===== config.mk =====
export PLATFORM = sky130hd
export DESIGN_NAME = indexed_block_allocator_core
export DESIGN_NICKNAME = d
export VERILOG_FILES = /design/src/sv/iba_pkg.sv /design/src/sv/iba_map.sv /design/src/sv/iba_pend.sv /design/src/sv/indexed_block_allocator_core.sv
export VERILOG_INCLUDE_DIRS = /design/src /design/src/sv
export SDC_FILE = /design/constraint.sdc
export NUM_CORES = 1
export LEC_CHECK = 0
export BUFFER_PORTS_ARGS = -buffer_cell sky130_fd_sc_hd__clkbuf_2
export CORE_MARGIN = 2
export CORE_UTILIZATION = 40
export DETAILED_ROUTE_END_ITERATION = 8
export PLACE_DENSITY = 0.67
export SLEW_MARGIN = 20
export SYNTH_ARGS = -nofsm -noshare
export SYNTH_HDL_FRONTEND = slang
export SYNTH_SLANG_ARGS = --single-unit

===== constraint.sdc =====
create_clock -name clk -period 3.6 [get_ports clk]
set_clock_uncertainty 0.2 [all_clocks]
set_input_delay 0.9 -clock clk [delete_from_list [all_inputs] [get_ports clk]]
set_output_delay 0.9 -clock clk [all_outputs]
set_load 0.01 [all_outputs]

===== src/sv/indexed_block_allocator_core_defines.svh =====
// ---------------------------------------------------------------------------
// indexed block allocator assertion macros
// shared property wrappers, clocked on clk and disabled in reset
// ---------------------------------------------------------------------------
`ifndef INDEXED_BLOCK_ALLOCATOR_CORE_DEFINES_SVH
`define INDEXED_BLOCK_ALLOCATOR_CORE_DEFINES_SVH

// same-cycle implication
`define IBA_ASSERT_IMP(name, ante, cons) \
	name: assert property (@(posedge clk) disable iff (!arst_n) (ante) |-> (cons)) \
		else $error("iba assertion failed");

// next-cycle implication
`define IBA_ASSERT_NXT(name, ante, cons) \
	name: assert property (@(posedge clk) disable iff (!arst_n) (ante) |=> (cons)) \
		else $error("iba assertion failed");

`endif


===== src/sv/iba_pkg.sv =====
// ---------------------------------------------------------------------------
// iba_pkg
// sizes, codes and types shared by the indexed block allocator
// ---------------------------------------------------------------------------
package iba_pkg;

	localparam int NUM_BLOCKS      = 128;
	localparam int MAX_FILE_BLOCKS = 16;
	localparam int FILE_ID_BITS    = 8;

	localparam int MAP_AW  = (NUM_BLOCKS > 1) ? $clog2(NUM_BLOCKS) : 1;
	localparam int PEND_AW = (MAX_FILE_BLOCKS > 1) ? $clog2(MAX_FILE_BLOCKS) : 1;
	localparam int CNT_W   = $clog2(MAX_FILE_BLOCKS + 1);

	localparam int BLK_W  = 7;
	localparam int FILE_W = 8;
	localparam int BCNT_W = 5;

	typedef enum logic [1:0] {
		STATUS_OK         = 2'd0,
		STATUS_INDEX_BUSY = 2'd1,
		STATUS_DATA_BUSY  = 2'd2
	} status_t;

	typedef enum logic [2:0] {
		S_IDLE,
		S_PROC,
		S_COMMIT_IDX,
		S_COMMIT_DATA,
		S_EMIT
	} state_t;

	typedef struct packed {
		logic [BCNT_W-1:0] data_count;
		logic [BLK_W-1:0]  block_number;
		logic [FILE_W-1:0] file_number;
		logic              is_header;
	} item_t;

	// one access of the shared map port: lookup always, claim when set
	typedef struct packed {
		logic             claim;
		logic [BLK_W-1:0] blk;
	} map_req_t;

endpackage


===== src/sv/iba_map.sv =====
// ---------------------------------------------------------------------------
// iba_map
// block ownership map with one shared lookup and claim port
// ---------------------------------------------------------------------------
module iba_map (
	input  logic              clk,
	input  logic              arst_n,
	input  iba_pkg::map_req_t req,
	output logic              free
);
	import iba_pkg::*;

	// owner ids never feed a result, so only the taken bits are held
	logic [NUM_BLOCKS-1:0] taken_q;
	logic                  in_range;
	logic [MAP_AW-1:0]     idx;

	assign in_range = (32'(req.blk) < 32'(NUM_BLOCKS));
	assign idx      = MAP_AW'(req.blk);
	assign free     = in_range && !taken_q[idx];

	always_ff @(posedge clk or negedge arst_n) begin
		if (!arst_n) begin
			taken_q <= '0;
		end else if (req.claim && in_range) begin
			taken_q[idx] <= 1'b1;
		end
	end

endmodule


===== src/sv/iba_pend.sv =====
// ---------------------------------------------------------------------------
// iba_pend
// buffer of the data blocks of the open request, registered read
// ---------------------------------------------------------------------------
module iba_pend (
	input  logic                      clk,
	input  logic                      we,
	input  logic [iba_pkg::PEND_AW-1:0] waddr,
	input  logic [iba_pkg::BLK_W-1:0]   wdata,
	input  logic [iba_pkg::PEND_AW-1:0] raddr,
	output logic [iba_pkg::BLK_W-1:0]   rdata
);
	import iba_pkg::*;

	logic [BLK_W-1:0] mem [MAX_FILE_BLOCKS];
	logic [BLK_W-1:0] rdata_q;

	always_ff @(posedge clk) begin
		if (we) begin
			mem[waddr] <= wdata;
		end
		rdata_q <= mem[raddr];
	end

	assign rdata = rdata_q;

endmodule


===== src/sv/indexed_block_allocator_core.sv =====
// ---------------------------------------------------------------------------
// indexed_block_allocator_core
// checks requests against the block map and claims index and data blocks
// ---------------------------------------------------------------------------
//  channel  dir  handshake          payload
//  s_*      in   s_tvalid/s_tready  tuser: is_header; tdata: file, block, count
//  m_*      out  m_tvalid/m_tready  tdata: status, owner_file
//
//  an item with no result is accepted, then checked once on the map port
//  a commit claims the index block, then each data block in turn
//  a result then loads the result register, waiting while an earlier result is held with m_tready low
//  the map port is the single shared unit; s_tready is high only when idle
//  arst_n clears the map and all control state at once, no sweep
`include "indexed_block_allocator_core_defines.svh"

module indexed_block_allocator_core (
	input  logic        clk,
	input  logic        arst_n,
	input  logic        s_tvalid,
	output logic        s_tready,
	input  logic [23:0] s_tdata,  // [7:0] file_number, [14:8] block_number, [19:15] data_count
	input  logic [0:0]  s_tuser,  // [0] is_header
	output logic        m_tvalid,
	input  logic        m_tready,
	output logic [15:0] m_tdata   // [1:0] status, [9:2] owner_file
);
	import iba_pkg::*;

	state_t                  state_q, state_d;
	item_t                   item_q;
	logic [FILE_ID_BITS-1:0] file_q, file_d;
	logic [BLK_W-1:0]        index_q, index_d;
	logic [CNT_W-1:0]        rem_q, rem_d;
	logic [CNT_W-1:0]        recv_q, recv_d;
	logic [CNT_W-1:0]        k_q, k_d;
	logic                    allfree_q, allfree_d;
	status_t                 status_q, status_d;

	logic                    out_valid_q;
	logic [15:0]             out_data_q;
	logic                    load_out;

	map_req_t                map_req;
	logic                    map_free;
	logic                    pend_we;
	logic [PEND_AW-1:0]      pend_raddr;
	logic [BLK_W-1:0]        pend_rdata;
	logic [CNT_W-1:0]        cnt_sat;
	logic                    allfree_next;

	iba_map u_map (
		.clk    (clk),
		.arst_n (arst_n),
		.req    (map_req),
		.free   (map_free)
	);

	iba_pend u_pend (
		.clk   (clk),
		.we    (pend_we),
		.waddr (recv_q[PEND_AW-1:0]),
		.wdata (item_q.block_number),
		.raddr (pend_raddr),
		.rdata (pend_rdata)
	);

	assign s_tready = (state_q == S_IDLE);
	assign m_tvalid = out_valid_q;
	assign m_tdata  = out_data_q;

	assign cnt_sat = (32'(item_q.data_count) > 32'(MAX_FILE_BLOCKS)) ?
		CNT_W'(MAX_FILE_BLOCKS) : CNT_W'(item_q.data_count);
	assign allfree_next = allfree_q && map_free;

	always_comb begin
		state_d     = state_q;
		file_d      = file_q;
		index_d     = index_q;
		rem_d       = rem_q;
		recv_d      = recv_q;
		k_d         = k_q;
		allfree_d   = allfree_q;
		status_d    = status_q;
		load_out    = 1'b0;
		pend_we     = 1'b0;
		pend_raddr  = '0;
		map_req     = '{claim: 1'b0, blk: item_q.block_number};
		unique case (state_q)
			S_IDLE: begin
				if (s_tvalid) state_d = S_PROC;
			end
			S_PROC: begin
				if (item_q.is_header) begin
					file_d    = FILE_ID_BITS'(item_q.file_number);
					index_d   = item_q.block_number;
					recv_d    = '0;
					allfree_d = 1'b1;
					rem_d     = '0;
					if (!map_free) begin
						status_d = STATUS_INDEX_BUSY;
						state_d  = S_EMIT;
					end else if (cnt_sat == '0) begin
						status_d = STATUS_OK;
						state_d  = S_COMMIT_IDX;
					end else begin
						rem_d   = cnt_sat;
						state_d = S_IDLE;
					end
				end else if (rem_q == '0) begin
					// stray data item
					state_d = S_IDLE;
				end else begin
					pend_we   = (32'(recv_q) < 32'(MAX_FILE_BLOCKS));
					recv_d    = recv_q + 1'b1;
					allfree_d = allfree_next;
					rem_d     = rem_q - 1'b1;
					if (rem_q == CNT_W'(1)) begin
						if (allfree_next) begin
							status_d = STATUS_OK;
							state_d  = S_COMMIT_IDX;
						end else begin
							status_d = STATUS_DATA_BUSY;
							state_d  = S_EMIT;
						end
					end else begin
						state_d = S_IDLE;
					end
				end
			end
			S_COMMIT_IDX: begin
				map_req    = '{claim: 1'b1, blk: index_q};
				k_d        = '0;
				pend_raddr = '0;  // prefetch first data block
				state_d    = (recv_q == '0) ? S_EMIT : S_COMMIT_DATA;
			end
			S_COMMIT_DATA: begin
				map_req    = '{claim: 1'b1, blk: pend_rdata};
				pend_raddr = PEND_AW'(k_q + 1'b1);
				k_d        = k_q + 1'b1;
				if (CNT_W'(k_q + 1'b1) == recv_q) state_d = S_EMIT;
			end
			S_EMIT: begin
				if (!out_valid_q || m_tready) begin
					load_out = 1'b1;
					state_d  = S_IDLE;
				end
			end
			default: begin
				state_d = S_IDLE;
			end
		endcase
	end

	always_ff @(posedge clk or negedge arst_n) begin
		if (!arst_n) begin
			state_q   <= S_IDLE;
			file_q    <= '0;
			index_q   <= '0;
			rem_q     <= '0;
			recv_q    <= '0;
			k_q       <= '0;
			allfree_q <= 1'b1;
			status_q  <= STATUS_OK;
		end else begin
			state_q   <= state_d;
			file_q    <= file_d;
			index_q   <= index_d;
			rem_q     <= rem_d;
			recv_q    <= recv_d;
			k_q       <= k_d;
			allfree_q <= allfree_d;
			status_q  <= status_d;
		end
	end

	always_ff @(posedge clk) begin
		if (s_tvalid && s_tready) begin
			item_q <= '{
				data_count:   s_tdata[19:15],
				block_number: s_tdata[14:8],
				file_number:  s_tdata[7:0],
				is_header:    s_tuser[0]
			};
		end
		if (load_out) begin
			out_data_q <= {6'd0, 8'(file_q), status_q};
		end
	end

	always_ff @(posedge clk or negedge arst_n) begin
		if (!arst_n) begin
			out_valid_q <= 1'b0;
		end else if (load_out) begin
			out_valid_q <= 1'b1;
		end else if (m_tready) begin
			out_valid_q <= 1'b0;
		end
	end

	`IBA_ASSERT_NXT(a_accept_to_proc, s_tvalid && s_tready, state_q == S_PROC)
	`IBA_ASSERT_IMP(a_recv_bound, 1'b1, 32'(recv_q) <= 32'(MAX_FILE_BLOCKS))
	`IBA_ASSERT_IMP(a_commit_in_range, state_q == S_COMMIT_DATA, k_q < recv_q)
	`IBA_ASSERT_IMP(a_status_code, m_tvalid, m_tdata[1:0] != 2'd3)

endmodule

==> impl_metrics.tcl, run 1 <==
set metrics [dict create \
    max_stage_delay_ns 0.46 \
    r2r_cells 11 \
    r2r-end "rem_q[2]$_DFFE_PN0P_" \
    dr.pass1.iters 5 \
    r2r_slack_ns 0.22 \
    insertedDiodeCount 0 \
    grt_pass1_vias 8975 \
    cp_max_fo 55 \
    post-dp-hpwl_um 20300 \
    p_switching_w 0.00357 \
    ir_worst_vdd_v 0.000391 \
    synth-edff-count 143 \
    power_w 0.0109 \
    clockRootBuffer "clkbuf_16" \
    areaGrowthSynthToFinish_pct 16.1 \
    synth_warnings 0 \
    grt_max_degree 73 \
    syn_inst 1074 \
    num_rows 66 \
    clk_latency_ns 0.56 \
    port_buffers 36 \
    period_share_pct 93.9 \
    gp_congestion 0.858 \
    maxCapViolations 0 \
    synth_flop_cell "dfrtp_1" \
    final_nets 1201 \
    cts_buffer_depth 3 \
    max_freq_ghz 0.296 \
    dieArea_um2 34900 \
    slew_viol_final 0 \
    path_cells "nor2b_4 -> buf_4 -> mux2i_4 -> buf_12 -> mux2i_1 -> mux2i_1 -> a32oi_1 -> a41oi_1 -> nor2_2 -> o21ai_4 -> o41ai_1" \
    synthArstFlopShare_pct 52.4 \
    synth_seq_cells 315 \
    grtUsageTotal_pct 18.1 \
    clkPwrFrac_pct 30.8 \
    end_kind "flop" \
    io_pins 47 \
    die_h_um 187 \
    yosysSeqAreaShare_pct 64.1 \
    syn_area_per_cell_um2 12.4 \
    fp.dieW_um 187 \
    required_ns 3.84 \
    netSwitchingFraction_pct 32.8 \
    cp.arrival_ns 3.62 \
    r2r_start "state_q[2]$_DFFE_PN0P_" \
    grt_pass1_wl_um 50500 \
    crit_top_cell "mux2i_1" \
    critPathBufInv 2 \
    seqPwrFrac_pct 42.2 \
    cts.htree.levels 1 \
    ant_nets 0 \
    hold_path.class "input port to asynchronous set/reset pin" \
    viasPerCell 5.50 \
    cts_tree "done" \
    cpMaxStageDelayCell "dfrtp_1" \
    max_slew_margin_pct 51.2 \
    worstMarginPinSlew_ns 0.732 \
    setup_viol 0 \
    p_leak_nw 6.80 \
    hold_slack_ns 0.134 \
    crit_path_start_kind "flop" \
    routed_wl_um 31600 \
    drtIter0Drc 742 \
    drive_gt1_share_pct 17.2 \
    critPathCapture "rem_q[2]$_DFFE_PN0P_" \
    antenna_found_initial 0 \
    synth.most_common_cell "nand2_1" \
    synthTopCellsByArea "edfxtp_1 (32%), dfrtp_1 (31%), nand2_1 (5.0%)" \
    synth_top_area_share_pct 32.2 \
    via_count 8968 \
    crit_cells 11 \
    startpoint "state_q[2]$_DFFE_PN0P_" \
    critPathTopFamily "compound AO/OA/AOI/OAI gates" \
    period_needed_ns 3.38 \
    grt.overflow.total 0 \
    core-area_um2 32700 \
    start_util_pct 40.8 \
    fin_tns_setup_ns 0 \
    numCtsBuffers 31 \
    place_area_um2 14400 \
    synth_area_um2 13400 \
    power.density_nw_per_um2 702 \
    comb_power_share_pct 27.0 \
    fin_area_um2 15500 \
    cts_sinks 315 \
    wl_per_cell_um 19.4 \
    synthTopCellsByCount "nand2_1 (178), dfrtp_1 (164), edfxtp_1 (143)" \
    synth_top_area_cell "edfxtp_1" \
    drc 0 \
    status "finished clean" \
    synth_cell_types 67 \
    path_class "flop to flop" \
    final_hold_viol_count 0 \
    rsz0062_at_grt "false" \
    path_clk_slew_ns 0.07 \
    internal_power_w 0.00731 \
]
## cell type report
| cell class | count | area, um^2 |
|---|---|---|
| repair buffers | 107 | 769 |
| clock inverters | 23 | 253 |
| multi-input cells | 697 | 4490 |
| flip-flops and latches | 315 | 8560 |
| inverters | 13 | 48.8 |
| fillers | 2936 | 17200 |
| well taps | 442 | 553 |
| clock buffers | 34 | 818 |
## metrics by stage
stage | std cells | util, % | setup WS [ns]
final | 1631 | 47.4 | 0.221
after global placement | 1566 | 43.9 | 0.109
after CTS | 1623 | 47.2 | 0.0330
after global routing | 1631 | 47.4 | 0.0152
after floorplan | 1079 | - | 0.731
after detailed placement | 1566 | 43.9 | 0.0497
## layout by cell type, fill, tap and decap left out, drive strengths merged, types with 9 or more instances in the layout
cell type,instances
o21ai,24
nor3,18
mux4,15
and2,9
a211oi,16
buf,72
a32oi,12
mux2i,23
a21o,70
clkbuf,69
dfrtp,164
o21bai,56
a21oi,64
nand2,180
edfxtp,143
mux2,15
inv,13
nand2b,9
clkinv,13
nand3,28
o22ai,15
nor2,52
## worst min-delay path by stage
| stage | cells past startpoint | endpoint | start |
|---|---|---|---|
| after floorplan | 2 | u_map.taken_q[101]$_DFFE_PN0N_ | u_map.taken_q[101]$_DFFE_PN0N_ |
| after global placement | 2 | file_q[2]$_DFFE_PN0P_ | item_q[3]$_DFFE_PP_ |
| after detailed placement | 2 | file_q[0]$_DFFE_PN0P_ | item_q[1]$_DFFE_PP_ |
| after CTS | 1 | u_map.taken_q[65]$_DFFE_PN0N_ | arst_n |
| after global routing | 1 | u_map.taken_q[65]$_DFFE_PN0N_ | arst_n |
| final | 1 | u_map.taken_q[65]$_DFFE_PN0N_ | arst_n |
## sequential cells by signal (all words and copies together), names as in the netlist
name and cells:
u_map.taken_q 128, u_pend.mem 112, item_q 21, m_tdata 10, file_q 8, index_q 7, u_pend.rdata 7, k_q 5
recv_q 5, rem_q 5, state_q 3, status_q 2, allfree_q 1, m_tvalid 1
## power by group through the flow
stage | Sequential, W | Combinational, W | Clock (W)
6_report | 0.00459 | 0.00294 | 0.00335
5_1_grt | 0.00464 | 0.00323 | 0.00354
4_1_cts | 0.00459 | 0.00288 | 0.00340
3_5_place_dp | 0.00465 | 0.00286 | 0
3_3_place_gp | 0.00464 | 0.00282 | 0
2_1_floorplan | 0.00462 | 0.00188 | 0
## kinds of logic after synthesis
kind of cell	share of synthesized area [%]
fa+ha+maj	0.656
xor+xnor	0.721
flops	64.1
compound gates	15.7
simple gates	10.4
mux	5.75
other cells	0.0281
buf+inv	2.59
## routing by layer
| layer | vias to the layer above | global-route usage, % | routed length (um) |
|---|---|---|---|
| li1 | 4134 | - | - |
| met1 | 4501 | 25.4 | 14000 |
| met2 | 279 | 29.1 | 14800 |
| met3 | 54 | 3.40 | 2060 |
| met4 | 0 | 4.76 | 808 |
| met5 | - | 0 | 0 |
## timing repair
action | CTS | global route
setup buffers | 0 | 8
resized for setup | 0 | 1
hold buffers | 0 | 0
setup endpoints to repair | 0 | 10
(Power assumes the default switching activity.)
==> run 2: changes to the inputs <==
Clock period 3.6 ns to 4.16 ns, I/O delays scaled along.
==> impl_metrics.tcl, run 2 (same netlist as run 1, synthesis figures left out) <==
set metrics [dict create \
    worstMarginPinSlew_ns 1.02 \
    cp_max_fo 24 \
    dieArea_um2 34900 \
    comb_power_share_pct 25.5 \
    rsz0062_at_grt "false" \
    holdPathStages 0 \
    numCtsBuffers 34 \
    reg.largest.list "u_map.taken_q (128), u_pend.mem (112), item_q (21)" \
    post-dp-hpwl_um 20200 \
    clk_latency_ns 0.52 \
    maxCapViolations 0 \
    holdBufCountCts 0 \
    netSwitchingFraction_pct 33.3 \
    setup_viol 0 \
    critPathBufInv 2 \
    hold_path.class "flop to flop" \
    max_stage_delay_ns 0.47 \
    fp.dieW_um 187 \
    final_common_cell "nand2_1" \
    insertedDiodeCount 0 \
    regMostFlops "u_map.taken_q" \
    largest_reg_flops 128 \
    grt_pass1_vias 8672 \
    end_kind "flop" \
    period_needed_ns 3.63 \
    ir_worst_vdd_v 0.000372 \
    crit_path_start_kind "flop" \
    areaGrowthSynthToFinish_pct 14.0 \
    die_h_um 187 \
    hold_end "m_tdata[2]$_DFFE_PP_" \
    ant_nets 0 \
    hold_start "file_q[0]$_DFFE_PN0P_" \
    gp_congestion 0.882 \
    max_freq_ghz 0.275 \
    grtUsageTotal_pct 18.3 \
    place_area_um2 14100 \
    clkPwrFrac_pct 31.4 \
    final_nets 1170 \
    drtIter0Drc 836 \
    start_util_pct 40.8 \
    via_count 8910 \
    r2r_start "state_q[2]$_DFFE_PN0P_" \
    grt.overflow.total 0 \
    antenna_found_initial 1 \
    io_pins 47 \
    cts.htree.levels 2 \
    routed_wl_um 31700 \
    clockRootBuffer "clkbuf_16" \
    cts_buffer_depth 3 \
    core-area_um2 32700 \
    startpoint "state_q[2]$_DFFE_PN0P_" \
    grt_max_degree 75 \
    power.density_nw_per_um2 613 \
    p_switching_w 0.00311 \
    path_cells "nor2b_4 -> buf_4 -> mux2i_4 -> buf_4 -> mux2i_1 -> mux2i_1 -> a32oi_1 -> a41oi_1 -> nor2_2 -> o21ai_4 -> o41ai_1" \
    fin_area_um2 15200 \
    num-fill-cells 2948 \
    period_share_pct 87.3 \
    path_class "flop to flop" \
    path_clk_slew_ns 0.06 \
    final_hold_viol_count 0 \
    grt_pass1_wl_um 50500 \
    p_leak_nw 6.63 \
    dr.pass1.iters 7 \
    drive_gt1_share_pct 14.8 \
    wl_per_cell_um 19.8 \
    post-cts-setup-buffer-count 0 \
    r2r-end "rem_q[3]$_DFFE_PN0P_" \
    critPathTopFamily "compound AO/OA/AOI/OAI gates" \
    slew_viol_final 0 \
    required_ns 4.36 \
    layout_common_cells "nand2_1 (178), dfrtp_1 (164), edfxtp_1 (143)" \
    drc 0 \
    seqPwrFrac_pct 43.2 \
    cts_tree "done" \
    max_slew_margin_pct 31.3 \
    internal_power_w 0.00622 \
    cpMaxStageDelayCell "dfrtp_1" \
    cp.arrival_ns 3.83 \
    post_cts_resized 0 \
    cts_sinks 315 \
    port_buffers 36 \
    num_rows 66 \
    viasPerCell 5.57 \
    fin_tns_setup_ns 0 \
    status "finished clean" \
    r2r_cells 11 \
    r2r_slack_ns 0.53 \
]
run 2: cell types whose count changed in the layout (fill, tap and decap cells not counted), sizes merged:
cell / change
inv: +2
buf: -34
clkinv: +1
clkinvlp: -2
clkbuf: +6
bufinv: -3
run 2: worst register-to-register path, cell delays in order, from the launching register on:
cell     delay [ns]
dfrtp_1        0.47
nor2b_4        0.39
buf_4          0.29
mux2i_4        0.30
buf_4          0.34
mux2i_1        0.23
mux2i_1        0.11
a32oi_1        0.27
a41oi_1        0.23
nor2_2         0.31
o21ai_4        0.11
o41ai_1        0.27
run 2: metal layers:
layer	track usage, %	part of all wire (%)	vias up
met3	3.05	5.9	71
li1	-	-	4064
met5	0	0.035	-
met2	28.0	46	291
met4	5.49	2.6	2
met1	26.9	46	4482
run 2: how the worst max path moves through the flow:
stage                                      end  slack [ns]  cells after the start
after global routing      rem_q[2]$_DFFE_PN0P_        0.26                     11
final                     rem_q[3]$_DFFE_PN0P_        0.53                     11
after detailed placement  rem_q[3]$_DFFE_PN0P_        0.51                     11
after floorplan           rem_q[1]$_DFFE_PN0P_        1.29                      8
after global placement    rem_q[3]$_DFFE_PN0P_        0.61                     11
after CTS                 rem_q[3]$_DFFE_PN0P_        0.50                     11
run 2: through the flow:
stage | total power (W) | std cells | util, % | setup WS (ns) | hold slack (ns)
finish | 0.00933 | 1601 | 46.5 | 0.527 | 0.241
global route | 0.00979 | 1601 | 46.5 | 0.255 | 0.247
CTS | 0.00937 | 1601 | 46.5 | 0.499 | 0.243
detailed placement | 0.00644 | 1540 | 43.2 | 0.515 | 0.230
global placement | 0.00638 | 1540 | 43.2 | 0.608 | 0.223
floorplan | 0.00562 | 1079 | - | 1.29 | 0.211
run 2: final cells by class:
class                   count  area, um^2  share of cell area (%)
clock inverters            21         169                    1.11
repair buffers             73         489                    3.21
flip-flops and latches    315        8560                    56.3
multi-input cells         697        4480                    29.4
clock buffers              40         915                    6.01
well taps                 442         553                    3.63
inverters                  13        48.8                   0.321
run 2: power groups by stage:
stage | clock network, W | registers (W) | logic (W)
after floorplan | 0 | 0.00400 | 0.00163
after global placement | 0 | 0.00406 | 0.00232
after detailed placement | 0 | 0.00408 | 0.00236
after CTS | 0.00297 | 0.00402 | 0.00237
after global routing | 0.00310 | 0.00407 | 0.00262
final | 0.00293 | 0.00403 | 0.00238
==> run 3: changes to the inputs <==
Settings changed: SYNTH_HIERARCHICAL from default to 1.
==> impl_metrics.tcl, run 3 <==
set metrics [dict create \
    status "finished clean" \
    crit_path_start_kind "flop" \
    layout_common_cells "dfrtp_1 (164), edfxtp_1 (143), a21o_1 (99)" \
    antenna_found_initial 0 \
    power_w 0.00855 \
    hold_slack_ns 0.242 \
    largest_reg_flops 128 \
    slew_viol_final 0 \
    drive_gt1_share_pct 20.4 \
    period_share_pct 96.5 \
    power.density_nw_per_um2 564 \
    period_needed_ns 4.02 \
    cts_sinks 315 \
    layout.cells.non_filler 1427 \
    wl_per_cell_um 19.8 \
    hold_end "m_tdata[7]$_DFFE_PP_" \
    fin_tns_setup_ns 0 \
    critPathBufInv 3 \
    clk_latency_ns 0.55 \
    r2r_slack_ns 0.14 \
    synth_seq_cells 315 \
    via_count 7831 \
    cts_tree "done" \
    dr.pass1.iters 5 \
    synthTopCellsByCount "dfrtp_1 (164), edfxtp_1 (143), a21o_1 (99)" \
    rsz0062_at_grt "false" \
    num-fill-cells 2913 \
    final_nets 998 \
    port_buffers 36 \
    grt.overflow.total 0 \
    cp.arrival_ns 4.25 \
    die_h_um 187 \
    drc 0 \
    insertedDiodeCount 0 \
    hold_path.class "flop to flop" \
    dp_cells 1368 \
    synth_area_um2 13300 \
    routed_wl_um 28300 \
    fp.dieW_um 187 \
    grt_pass1_vias 7922 \
    gp_congestion 0.801 \
    r2r-end "status_q[0]$_DFFE_PN0P_" \
    startpoint "state_q[2]$_DFFE_PN0P_" \
    path_class "flop to flop" \
    cts_buffer_depth 3 \
    synth_top_area_share_pct 32.2 \
    critPathTopFamily "multiplexers" \
    maxCapViolations 0 \
    synth_top_area_cell "edfxtp_1" \
    final_hold_viol_count 0 \
    hold_start "file_q[5]$_DFFE_PN0P_" \
    drtIter0Drc 440 \
    grt_max_degree 86 \
    numCtsBuffers 30 \
    synth_cell_types 79 \
    max_slew_margin_pct 21.9 \
    required_ns 4.40 \
    p_leak_nw 6.89 \
    cts.htree.levels 1 \
    path_cells "nand2b_1 -> buf_6 -> nand2_1 -> o21ai_4 -> buf_4 -> buf_6 -> mux4_2 -> mux2i_1 -> o2111ai_1 -> o2111ai_4 -> nand2_1 -> o21ai_2 -> mux2_4" \
    synth-edff-count 143 \
    grtUsageTotal_pct 16.0 \
    synthTopCellsByArea "edfxtp_1 (32%), dfrtp_1 (31%), a21o_1 (5.6%)" \
    start_util_pct 40.8 \
    final_common_cell "dfrtp_1" \
    synth_warnings 6 \
    areaGrowthSynthToFinish_pct 13.6 \
    worstMarginPinSlew_ns 1.17 \
    dieArea_um2 34800 \
    reg.largest.list "u_map/taken_q (128), u_pend/mem (112), item_q (21)" \
    max_stage_delay_ns 0.52 \
    syn_inst 893 \
    synth.most_common_cell "dfrtp_1" \
    ir_worst_vdd_v 0.000640 \
    core-area_um2 32700 \
    post-dp-hpwl_um 18300 \
    synth_flop_cell "dfrtp_1" \
    holdPathStages 0 \
    cp_max_fo 21 \
    grt_pass1_wl_um 44400 \
    cpMaxStageDelayCell "mux4_2" \
    regMostFlops "u_map/taken_q" \
    yosysSeqAreaShare_pct 64.2 \
    setup_viol 0 \
    io_pins 47 \
    clockRootBuffer "clkbuf_16" \
    max_freq_ghz 0.249 \
    end_kind "flop" \
    num_rows 66 \
    path_clk_slew_ns 0.06 \
    viasPerCell 5.49 \
    r2r_cells 13 \
    r2r_start "state_q[2]$_DFFE_PN0P_" \
    syn_area_per_cell_um2 14.9 \
    ant_nets 0 \
    synthArstFlopShare_pct 52.4 \
]
[run 3: cell count changes after synthesis, moves of 12 or more]
cell / change
nand2_1: -133
mux4_1: +20
a22oi_1: +12
clkbuf_1: -14
a21oi_1: -50
nand3_1: -14
a21o_1: +29
o21bai_1: -28
[run 3: routing by layer]
| metal | track usage [%] | up-vias | wire (um) |
|---|---|---|---|
| li1 | - | 3536 | - |
| met1 | 22.9 | 4026 | 13000 |
| met2 | 25.9 | 225 | 13300 |
| met3 | 2.05 | 44 | 1390 |
| met4 | 4.15 | 0 | 601 |
| met5 | 0 | - | 0 |
[run 3: power breakdown]
part	switching (W)	total (W)	internal, W
clock network	0.00113	0.00265	0.00151
registers	0.000226	0.00392	0.00370
logic	0.00119	0.00198	0.000792
total	0.00255	0.00855	0.00600
[run 3: final cells by class]
type / instances / area (um^2) / area share, %
clock buffers: 42 / 827 / 5.46
clock inverters: 12 / 126 / 0.834
inverters: 11 / 41.3 / 0.272
multi-input cells: 518 / 4440 / 29.3
flip-flops and latches: 315 / 8560 / 56.5
well taps: 442 / 553 / 3.65
repair buffers: 87 / 602 / 3.97
[run 3: worst max path at each step]
| stage | to | cells past startpoint |
|---|---|---|
| after floorplan | status_q[0]$_DFFE_PN0P_ | 16 |
| after global placement | status_q[0]$_DFFE_PN0P_ | 12 |
| after detailed placement | status_q[0]$_DFFE_PN0P_ | 12 |
| after CTS | status_q[0]$_DFFE_PN0P_ | 12 |
| after global routing | state_q[1]$_DFFE_PN0P_ | 16 |
| final | status_q[0]$_DFFE_PN0P_ | 13 |
[run 3: logic make-up after synthesis]
group / after synthesis / synth area share (%)
adders and majority gates: 6 / 0.563
and+or+nand+nor: 176 / 6.69
buffers and inverters: 66 / 3.08
other: 1 / 0.0281
DFF: 315 / 64.2
AOI/OAI and AO/OA: 223 / 12.4
xor gates and xnor gates: 9 / 0.703
muxes: 97 / 12.4
[run 3: what timing repair did]
item | in CTS | in global routing
hold buffers | 0 | 0
gates resized for setup | 0 | 4
buffers inserted | 0 | 4
endpoints found under the setup margin | 0 | 5
[run 3: stage by stage]
stage | worst slack [ns] | area (um^2) | utilization (%)
after global placement | 0.227 | 14100 | 43.2
final | 0.144 | 15200 | 46.3
after CTS | 0.175 | 15100 | 46.2
after global routing | 0.0249 | 15200 | 46.3
after floorplan | 0.474 | 13400 | -
after detailed placement | 0.204 | 14100 | 43.2
